## config.mk

```make
export PLATFORM = sky130hd
export DESIGN_NAME = mpu_merge
export DESIGN_NICKNAME = d
export VERILOG_FILES = /design/src/design/assert_macros.svh /design/src/design/mpu_pkg.sv /design/src/design/mpu_merge.sv
export SDC_FILE = /design/constraint.sdc
export NUM_CORES = 1
export LEC_CHECK = 0
export ABC_AREA = 1
export CORE_MARGIN = 2
export CORE_UTILIZATION = 40
export DETAILED_ROUTE_END_ITERATION = 8
export DONT_BUFFER_PORTS = 1
export SYNTH_ARGS = -nofsm -noshare
export SYNTH_HDL_FRONTEND = slang
export SYNTH_SLANG_ARGS = --single-unit
```

## constraint.sdc

```tcl
create_clock -name vclk -period 11.2
set_clock_uncertainty 0.05 [all_clocks]
set_input_delay 1.12 -clock vclk [all_inputs]
set_output_delay 1.12 -clock vclk [all_outputs]
set_load 0.01 [all_outputs]
```

## src/design/assert_macros.svh

```systemverilog
`ifndef ASSERT_MACROS_SVH
`define ASSERT_MACROS_SVH

// Check a property on every rising edge of clk_i while rst_ni is high.
`define MPU_ASSERT(lbl, prop) \
  lbl: assert property (@(posedge clk_i) disable iff (!rst_ni) (prop)) \
    else $error("assertion failed");

// Check that cons holds in the cycle after ante.
`define MPU_ASSERT_NEXT(lbl, ante, cons) \
  lbl: assert property (@(posedge clk_i) disable iff (!rst_ni) (ante) |=> (cons)) \
    else $error("assertion failed");

`endif

```

## src/design/mpu_pkg.sv

```systemverilog
`timescale 1ns / 1ps

package mpu_pkg;

  localparam int FEATURES        = 8;
  localparam int ROW_LEN         = FEATURES + 1;
  localparam int CLASSES         = 4;
  localparam int FEAT_W          = 8;
  localparam int CLASS_W         = 2;
  localparam int NCLS_W          = 3;
  localparam int BEST_W          = 32;
  localparam int WEIGHT_BITS_DEF = 20;

  localparam logic [NCLS_W-1:0] NCLS_RST = 3'd4;

  typedef enum logic {
    CMD_CLASSIFY = 1'b0,
    CMD_TRAIN    = 1'b1
  } cmd_e;

  typedef logic signed [FEAT_W-1:0] feat_t;

  // Row update request from the merge side to the lanes
  typedef struct packed {
    logic               en;
    logic [CLASS_W-1:0] pred;
    logic [CLASS_W-1:0] label;
  } upd_t;

  typedef struct packed {
    logic [CLASS_W-1:0]       pred;
    logic                     miss;
    logic                     lerr;
    logic signed [BEST_W-1:0] best_score;
  } res_t;

endpackage

```

## src/design/mpu_merge.sv

```systemverilog
`timescale 1ns / 1ps

module mpu_merge #(
  parameter int WEIGHT_BITS = mpu_pkg::WEIGHT_BITS_DEF,
  localparam int SCORE_W    = WEIGHT_BITS + mpu_pkg::FEAT_W + $clog2(mpu_pkg::ROW_LEN)
) (
  input  logic signed [SCORE_W-1:0]       score_i [mpu_pkg::CLASSES],
  input  logic [mpu_pkg::NCLS_W-1:0]      n_active_i,
  input  logic                            train_i,
  input  logic [mpu_pkg::CLASS_W-1:0]     label_i,
  output mpu_pkg::res_t                   res_o
);
  import mpu_pkg::*;

  logic signed [SCORE_W-1:0] best;
  logic [CLASS_W-1:0]        best_idx;
  logic signed [BEST_W-1:0]  sat;

  // Strict compare keeps the lowest index on a tie
  always_comb begin
    best     = score_i[0];
    best_idx = '0;
    for (int c = 1; c < CLASSES; c++) begin
      if ((NCLS_W'(c) < n_active_i) && (score_i[c] > best)) begin
        best     = score_i[c];
        best_idx = CLASS_W'(c);
      end
    end
  end

  generate
    if (SCORE_W > BEST_W) begin : g_sat
      always_comb begin
        if (best[SCORE_W-1:BEST_W-1] == {(SCORE_W-BEST_W+1){best[SCORE_W-1]}}) begin
          sat = best[BEST_W-1:0];
        end else begin
          sat = {best[SCORE_W-1], {(BEST_W-1){~best[SCORE_W-1]}}};
        end
      end
    end else begin : g_ext
      assign sat = BEST_W'(best);
    end
  endgenerate

  always_comb begin
    res_o.pred       = best_idx;
    res_o.miss       = train_i && (best_idx != label_i);
    res_o.lerr       = train_i && (NCLS_W'(label_i) >= n_active_i);
    res_o.best_score = sat;
  end

endmodule

```

==> results.md <==
- Worst EP arrival: 7.69 ns
- DRC Markers: 0
- Port buffer count: 0
- Core area: 10,200 um2
- Total track usage: 0.196
- Post-synthesis cell type count: 29
- Global-route wire length before repair: 18,400 um
- Hold_buf cts: 0
- Worst Tran Pin Value: 0.956 ns
- Post-synth top area cell: ha_1
- Peak supply drop: 0.0359 mV
- Nets@finish: 909
- ANT nets after route: 0
- Worst hold path class: in -> out
- Initial antenna violation count: 0
- DP Wirelength: 9750 um
- Synthesis-to-layout area growth: 0.873%
- IO Count: 170
- Max Fclk: 113 MHz
- WL final: 11,200 um
- Sequential Power Share: 0
- DRT iter0 DRCs: 169
- Net count after synthesis: 926
- Critical path capture point type: output pin
- Vias in the first global route: 4,144
- P_sw: 0.000285 W
- Worst Path Required: 10.03 ns
- Post-Syn Area: 4160 um2
- FP Rows: 37
- Unrepaired setup endpoints after global routing: no
- Slew Viols, Final: 0
- CP Launch Type: input port
- Yosys warning count: 0
- Layout cells sized above 1: 0.167
- Switching Share: 0.650
- WS Path Type: in -> out
- Via count: 4,166
- Sequential share of the synthesized area: 0
- Largest delay contributor family on the critical path: simple AND/OR/NAND/NOR gates
- CP max stage cell: nand3_4
- Die height: 106 um
- Final-report hold violation count: 0
- Fraction of power consumed by the clock network: 0
- Starting Density: 0.408
- Post-CTS sizing: 0
- P_leak: 2.40 nW
- Seq_cells: 0
- Combinational fraction of design power: 1.000
- Tcrit/Tclk final: 0.791
- CP dominant cell by count: nand2_1
- Post-CTS setup buffers: 0
- Post-DR wirelength/cell: 13.9 um
- Routability cong.: 0.857
- Clock buffers: 0
- Setup TNS: 0 ns
- Vias/cell: 5.14
- Largest net degree at the start of global routing: 69
- Worst rel slew slack: 0.363
- Int Power: 0.000153 W
- Share of the synthesized area in the top cell type: 0.295
- MaxCap Viol Count: 0
- Crit-path max FO: 68
- Top post-synthesis cells by area: ha_1 30%, nand2_1 17%, inv_1 8.1%
- Drt first pass iters: 6
- Syn Inst Count: 694
- Grt total ovfl: 0
- Crit path time final: 8.86 ns
- # setup viols final: 0
- PwrDens: 104 nW/um2
- Hold slack: 2.25 ns
- Syn Area/Cell: 5.99 um2
- Die area: 11,200 um2
- Crit path buffers/inverters: 4
- Reg area: 0 um2
- Die Wd: 106 um
- Ant. Diodes: 0
- Status: complete, no violations
- CP max stage delay: 0.67 ns
## layout make-up
class	count	area, um2
fillers	1133	5990
well taps	136	170
repair buffers	1	7.51
multi-input cells	584	3680
inverters	90	338
## synthesized netlist by cell type, types with 2 or more instances
cell      number
ha_1          98
buf_2          8
a21oi_1       50
inv_1         90
o21a_1         6
nand3_2        4
nand4_1        5
nand2_2       49
or2_2         21
nand2_1      190
nand3_1       40
or2_0         10
nor2_2         2
nor2_1        56
clkbuf_1       3
buf_6          8
a21oi_2       30
o21ai_0       12
nor3_2         2
## per-layer routing
metal	GRT usage	up-vias	routed length, um
li1	-	2206	-
met1	0.241	1826	4880
met2	0.353	125	5270
met3	0.0472	9	1000
met4	0.0273	0	99
met5	0	-	0
## cell families (layout without fill, tap and decap cells)
family                   count (synthesis)  after routing  share of synthesized area
AND/OR/NAND/NOR                        385            385                      0.433
adder cells (fa/ha/maj)                 98             98                      0.295
buffers and inverters                  110             91                      0.117
AO/OA/AOI/OAI                          101            101                      0.154
## power groups by stage
stage	registers (W)	clock network, W	logic (W)
2_1_floorplan	0	0	0.000377
3_3_place_gp	0	0	0.000431
3_5_place_dp	0	0	0.000441
4_1_cts	0	0	0.000443
5_1_grt	0	0	0.000504
6_report	0	0	0.000438
## stage by stage
stage          cell area [um2]   util  setup WS, ns  instances  power, W
6_report                  4190  0.412          2.34        811  0.000438
3_3_place_gp              4190  0.412          2.49        811  0.000431
3_5_place_dp              4190  0.412          2.33        811  0.000441
2_1_floorplan             4160      -          4.42        694  0.000377
4_1_cts                   4190  0.412          2.32        811  0.000443
5_1_grt                   4190  0.412          1.48        811  0.000504
## worst paths after layout
| kind | depth (start not counted) | to | slack (ns) | start |
|---|---|---|---|---|
| worst max-delay path | 40 | res_o[33] | 2.34 | score_i[117] |
| worst min-delay path | 1 | res_o[32] | 2.25 | n_active_i[2] |
## cells in the final DEF (no fill, tap or decap)
cell type	instances
nand3b_1	1
a21o_1	1
nand2_4	1
o21ai_2	1
nor2_1	56
nand2_2	49
and2_1	1
o21ai_0	12
nand3b_4	1
nor3_2	2
nor2_2	2
ha_1	98
or2_0	10
nand4_1	5
nand2_1	190
a21oi_1	50
nor3b_1	1
inv_1	90
a21oi_2	30
nand3_4	1
o21a_1	6
nor2_8	1
nand3_2	3
nand3_1	40
a21boi_0	1
or2_2	21
buf_4	1
Power figures use the tool's default switching activity.
