## src/design/assert_macros.svh

```systemverilog
`ifndef ASSERT_MACROS_SVH
`define ASSERT_MACROS_SVH

// Check a property on every rising edge of clk_i while rst_ni is high.
`define MPU_ASSERT(lbl, prop) \
  lbl: assert property (@(posedge clk_i) disable iff (!rst_ni) (prop)) \
    else $error("assertion failed");

// Check that cons holds in the cycle after ante.
`define MPU_ASSERT_NEXT(lbl, ante, cons) \
  lbl: assert property (@(posedge clk_i) disable iff (!rst_ni) (ante) |=> (cons)) \
    else $error("assertion failed");

`endif

```

## src/design/mpu_pkg.sv

```systemverilog
`timescale 1ns / 1ps

package mpu_pkg;

  localparam int FEATURES        = 8;
  localparam int ROW_LEN         = FEATURES + 1;
  localparam int CLASSES         = 4;
  localparam int FEAT_W          = 8;
  localparam int CLASS_W         = 2;
  localparam int NCLS_W          = 3;
  localparam int BEST_W          = 32;
  localparam int WEIGHT_BITS_DEF = 20;

  localparam logic [NCLS_W-1:0] NCLS_RST = 3'd4;

  typedef enum logic {
    CMD_CLASSIFY = 1'b0,
    CMD_TRAIN    = 1'b1
  } cmd_e;

  typedef logic signed [FEAT_W-1:0] feat_t;

  // Row update request from the merge side to the lanes
  typedef struct packed {
    logic               en;
    logic [CLASS_W-1:0] pred;
    logic [CLASS_W-1:0] label;
  } upd_t;

  typedef struct packed {
    logic [CLASS_W-1:0]       pred;
    logic                     miss;
    logic                     lerr;
    logic signed [BEST_W-1:0] best_score;
  } res_t;

endpackage

```

## src/design/mpu_lane.sv

```systemverilog
`timescale 1ns / 1ps
`include "assert_macros.svh"

module mpu_lane #(
  parameter int WEIGHT_BITS = mpu_pkg::WEIGHT_BITS_DEF,
  parameter int LANE        = 0,
  localparam int SCORE_W    = WEIGHT_BITS + mpu_pkg::FEAT_W + $clog2(mpu_pkg::ROW_LEN)
) (
  input  logic                      clk_i,
  input  logic                      rst_ni,
  input  logic                      load_i,
  input  mpu_pkg::feat_t            x_i [mpu_pkg::ROW_LEN],
  input  mpu_pkg::feat_t            upd_x_i [mpu_pkg::ROW_LEN],
  input  mpu_pkg::upd_t             upd_i,
  output logic signed [SCORE_W-1:0] score_o
);
  import mpu_pkg::*;

  localparam int PROD_W = WEIGHT_BITS + FEAT_W;
  localparam int WS     = WEIGHT_BITS + 1;

  logic signed [WEIGHT_BITS-1:0] w_q [ROW_LEN];
  logic signed [WEIGHT_BITS-1:0] w_d [ROW_LEN];
  logic signed [SCORE_W-1:0]     score_d;
  logic signed [SCORE_W-1:0]     score_q;
  logic                          add_hit;
  logic                          sub_hit;

  // Dot product of this class row with the incoming vector
  always_comb begin : dot
    logic signed [PROD_W-1:0] prod;
    score_d = '0;
    for (int i = 0; i < ROW_LEN; i++) begin
      prod    = w_q[i] * x_i[i];
      score_d = score_d + SCORE_W'(prod);
    end
  end

  assign add_hit = upd_i.en && (upd_i.label == CLASS_W'(LANE));
  assign sub_hit = upd_i.en && (upd_i.pred == CLASS_W'(LANE));

  // Add or subtract the held vector, saturate each weight
  always_comb begin : wupd
    logic signed [WS-1:0] dx;
    logic signed [WS-1:0] sum;
    for (int i = 0; i < ROW_LEN; i++) begin
      dx  = WS'(upd_x_i[i]);
      sum = sub_hit ? (WS'(w_q[i]) - dx) : (WS'(w_q[i]) + dx);
      if (sum[WEIGHT_BITS] != sum[WEIGHT_BITS-1]) begin
        w_d[i] = {sum[WEIGHT_BITS], {(WEIGHT_BITS-1){~sum[WEIGHT_BITS]}}};
      end else begin
        w_d[i] = sum[WEIGHT_BITS-1:0];
      end
    end
  end

  always_ff @(posedge clk_i or negedge rst_ni) begin
    if (!rst_ni) begin
      for (int i = 0; i < ROW_LEN; i++) begin
        w_q[i] <= '0;
      end
    end else if (add_hit || sub_hit) begin
      w_q <= w_d;
    end
  end

  always_ff @(posedge clk_i) begin
    if (load_i) begin
      score_q <= score_d;
    end
  end

  assign score_o = score_q;

  `MPU_ASSERT(a_one_row_op, !(add_hit && sub_hit))

endmodule

```

## config.mk

```make
export PLATFORM = sky130hd
export DESIGN_NAME = mpu_lane
export DESIGN_NICKNAME = d
export VERILOG_FILES = /design/src/design/mpu_pkg.sv /design/src/design/mpu_lane.sv
export VERILOG_INCLUDE_DIRS = /design/src /design/src/design
export SDC_FILE = /design/constraint.sdc
export NUM_CORES = 2
export LEC_CHECK = 0
export BUFFER_PORTS_ARGS = -buffer_cell sky130_fd_sc_hd__buf_2
export CAP_MARGIN = 30
export CORE_MARGIN = 1
export CORE_UTILIZATION = 60
export DETAILED_ROUTE_END_ITERATION = 16
export PLACE_DENSITY = 0.77
export SLEW_MARGIN = 20
export SYNTH_ARGS = -nofsm -noshare
export SYNTH_HDL_FRONTEND = slang
export SYNTH_SLANG_ARGS = --single-unit
```

## constraint.sdc

```tcl
create_clock -name clk_i -period 10.22 [get_ports clk_i]
set_clock_uncertainty 0.15 [all_clocks]
set_input_delay 1.022 -clock clk_i [delete_from_list [all_inputs] [get_ports clk_i]]
set_output_delay 1.022 -clock clk_i [all_outputs]
set_load 0.02 [all_outputs]
```

==> metrics.json <==
{
  "status": {
    "run_status": "finished clean"
  },
  "logic_synthesis": {
    "syn_nets": 10179,
    "number_of_synthesized_flops_with_an_enable_pin": 32,
    "avgSynthCellArea_um2": 9.01,
    "post_synth_fa_ha_maj_area_fraction_pct": 53.8,
    "synth-warning-count": 0,
    "syn_inst": 7956,
    "synth_sequential_area_ratio_pct": 7.62,
    "synth_xor_xnor_area_share_pct": 2.82,
    "mappedNetlistArea_mm2": 0.0717,
    "synthFlopType": "sky130_fd_sc_hd__dfrtp_1",
    "synth.ff_latch_count": 212,
    "yosys.cell_types.count": 98,
    "synthMuxAreaShare_pct": 0.239,
    "synth_compound_gate_area_share_pct": 8.61,
    "postSynth.asyncResetShare_pct": 84.9,
    "synth-simple-area-share_pct": 15.5,
    "synth_top_family_by_area": "adder cells"
  },
  "timing": {
    "slew_violations": 0,
    "timing_hold_violations_final": 0,
    "clock.fmax_mhz": 108,
    "crit_share_post_route_pct": 90.9,
    "fin_hold_ws_ps": 267,
    "maxSlewHeadroom_pct": 36.7,
    "unrepaired_setup_endpoints_after_global_routing": "no",
    "fin_tns_setup_ps": 0,
    "finalSetupViolations": 0,
    "max_slew.worst_pin.slew_ps": 947,
    "final_period_minus_worst_setup_slack_ps": 9290
  },
  "cells_and_area": {
    "mostFrequentLayoutCell": "sky130_fd_sc_hd__inv_1",
    "area_growth_pct": 3.92,
    "layout_cells_sized_above_1_pct": 4.17,
    "final_cell_area_mm2": 0.0745,
    "leading_cell_types_in_the_layout_fill_and_taps_excluded": "1814 x sky130_fd_sc_hd__inv_1, 1639 x sky130_fd_sc_hd__fa_1, 812 x sky130_fd_sc_hd__nand2_1, 649 x sky130_fd_sc_hd__and2_1, 432 x sky130_fd_sc_hd__ha_1",
    "fin_util_pct": 63.0,
    "nets": 10078
  },
  "setup_path": {
    "cpPeakStageDelay_ps": 580,
    "critical_path_peak_fanout": 13,
    "critPathArrivalTime_ps": 9510,
    "crit_required_ps": 10450,
    "critPathKind": "in2reg",
    "crit_path_start_kind": "input pin",
    "cp_slowest_cell": "sky130_fd_sc_hd__fa_1",
    "cp_top_family": "adder cells",
    "worstSetupEndpointType": "flop",
    "crit_top_cell": "sky130_fd_sc_hd__fa_1",
    "worst-path-buf-inv": 9
  },
  "clock_network": {
    "h_tree_depth": 1,
    "cts.sink_count": 212,
    "cts.path.max_buffers": 3,
    "cts.hold.buffers_added": 0,
    "cts_resized": 0,
    "clk_pin_slew_ps": 70,
    "cts.root.buffer_cell": "sky130_fd_sc_hd__clkbuf_16",
    "postCtsSetupBuffers": 0,
    "clock_tree_from_tritoncts": "yes",
    "cts_made_buffers": 29,
    "clock_insertion_delay_worst_skew_ps": 650
  },
  "grt": {
    "grt_pass1_wl_um": 328000,
    "antenna_violations_before_repair": 18,
    "grt_start_max_net_pins": 126,
    "grt_overflow": 0,
    "grt_pass1_vias": 57192,
    "global_route.usage.total_pct": 35.7
  },
  "route": {
    "drt-pass1-iter-count": 6,
    "drt-total-wl_um": 209000,
    "avgRoutedWirePerCell_um": 22.2,
    "dr_total_vias": 54615,
    "drt-vias-per-instance": 5.80,
    "final_antenna_net_count": 0,
    "remaining_drc_errors": 0,
    "drt_iter0_markers": 4360
  },
  "placed_design": {
    "finalWeightedCongestion": 1.06,
    "detailed_place_hpwl_um": 178000,
    "port_buffers": 183,
    "placed_area_mm2": 0.0734
  },
  "run": {
    "maxCapViolations": 0
  },
  "floorplanning": {
    "fp-row-count": 126,
    "die_y_um": 348,
    "core_area_mm2": 0.118,
    "dieWidth_um": 348,
    "pin_count": 184,
    "floorplan.initialDensity_pct": 60.6,
    "die_area_mm2": 0.121
  },
  "worst_hold_path": {
    "hold_path_class": "in2async"
  }
}
==> registers in the layout (all words and copies together) (netlist names) <==
name	cells
w_q	180
score_o	32
==> per-layer routing <==
metal / up-vias / share of wire (%) / wire, µm / track usage, %
met5: - / 0.044 / 93 / 0
met4: 14 / 5.7 / 12000 / 16.8
met3: 542 / 9.5 / 20000 / 6.94
met2: 2550 / 47 / 97700 / 57.2
met1: 27702 / 38 / 79600 / 47.1
li1: 23807 / - / - / -
==> metrics by stage <==
stage	setup slack [ps]	std cells
3_3_place_gp	568	9353
5_1_grt	629	9421
2_1_floorplan	1490	7956
3_5_place_dp	366	9355
4_1_cts	1050	9406
6_report	932	9423
==> cells in the mapped netlist, drive strengths merged, types with 13 or more instances <==
cell	instances	area (µm²)
o22ai	20	125
clkbuf	306	1150
xnor2	143	1290
buf	34	198
inv	1814	6810
a31oi	53	332
a21o	64	480
nor2b	87	544
edfxtp	32	961
or3	27	169
nand2	813	3050
nand2b	120	751
and2	649	4060
maj3	37	370
a21oi	396	2020
dfrtp	180	4500
fa	1639	32800
and3	28	175
xor2	82	726
nor3	64	320
mux2i	16	160
o211ai	22	185
or2	17	106
ha	432	5410
o21ai	253	1270
o31ai	37	288
nand3	71	360
o21a	28	210
o21bai	13	97.6
a211oi	27	203
nor2	302	1210
==> path summary, 6_finish.rpt <==
kind	start	end	slack [ps]	cells past startpoint
worst max-delay path	x_i[15]	score_o[22]	930	29
worst min-delay path	rst_ni	w_q[147]	270	1
worst max register to register	w_q[30]	score_o[22]	1050	27
worst min register to register	w_q[140]	w_q[140]	540	2
max in group asynchronous	rst_ni	w_q[44]	8360	2
min in group clk_i	w_q[140]	w_q[140]	540	2
==> cells by family after synthesis <==
group	after synthesis
XOR/XNOR	225
multiplexers	17
AO/OA/AOI/OAI	1013
adder cells (fa/ha/maj)	2108
AND/OR/NAND/NOR	2226
buffers and inverters	2155
flip-flops	212
==> final cells by class <==
type | instances | area, µm²
fillers | 9861 | 43700
clock buffers | 42 | 836
repair buffers | 208 | 1170
clock inverters | 9 | 164
inverters | 1815 | 6810
diodes | 12 | 30.0
multi-input cells | 5589 | 58100
well taps | 1536 | 1920
flip-flops and latches | 212 | 5470
Power is not shown: default switching activity piles up to over one toggle a cycle in this logic, so the estimate is an artifact.
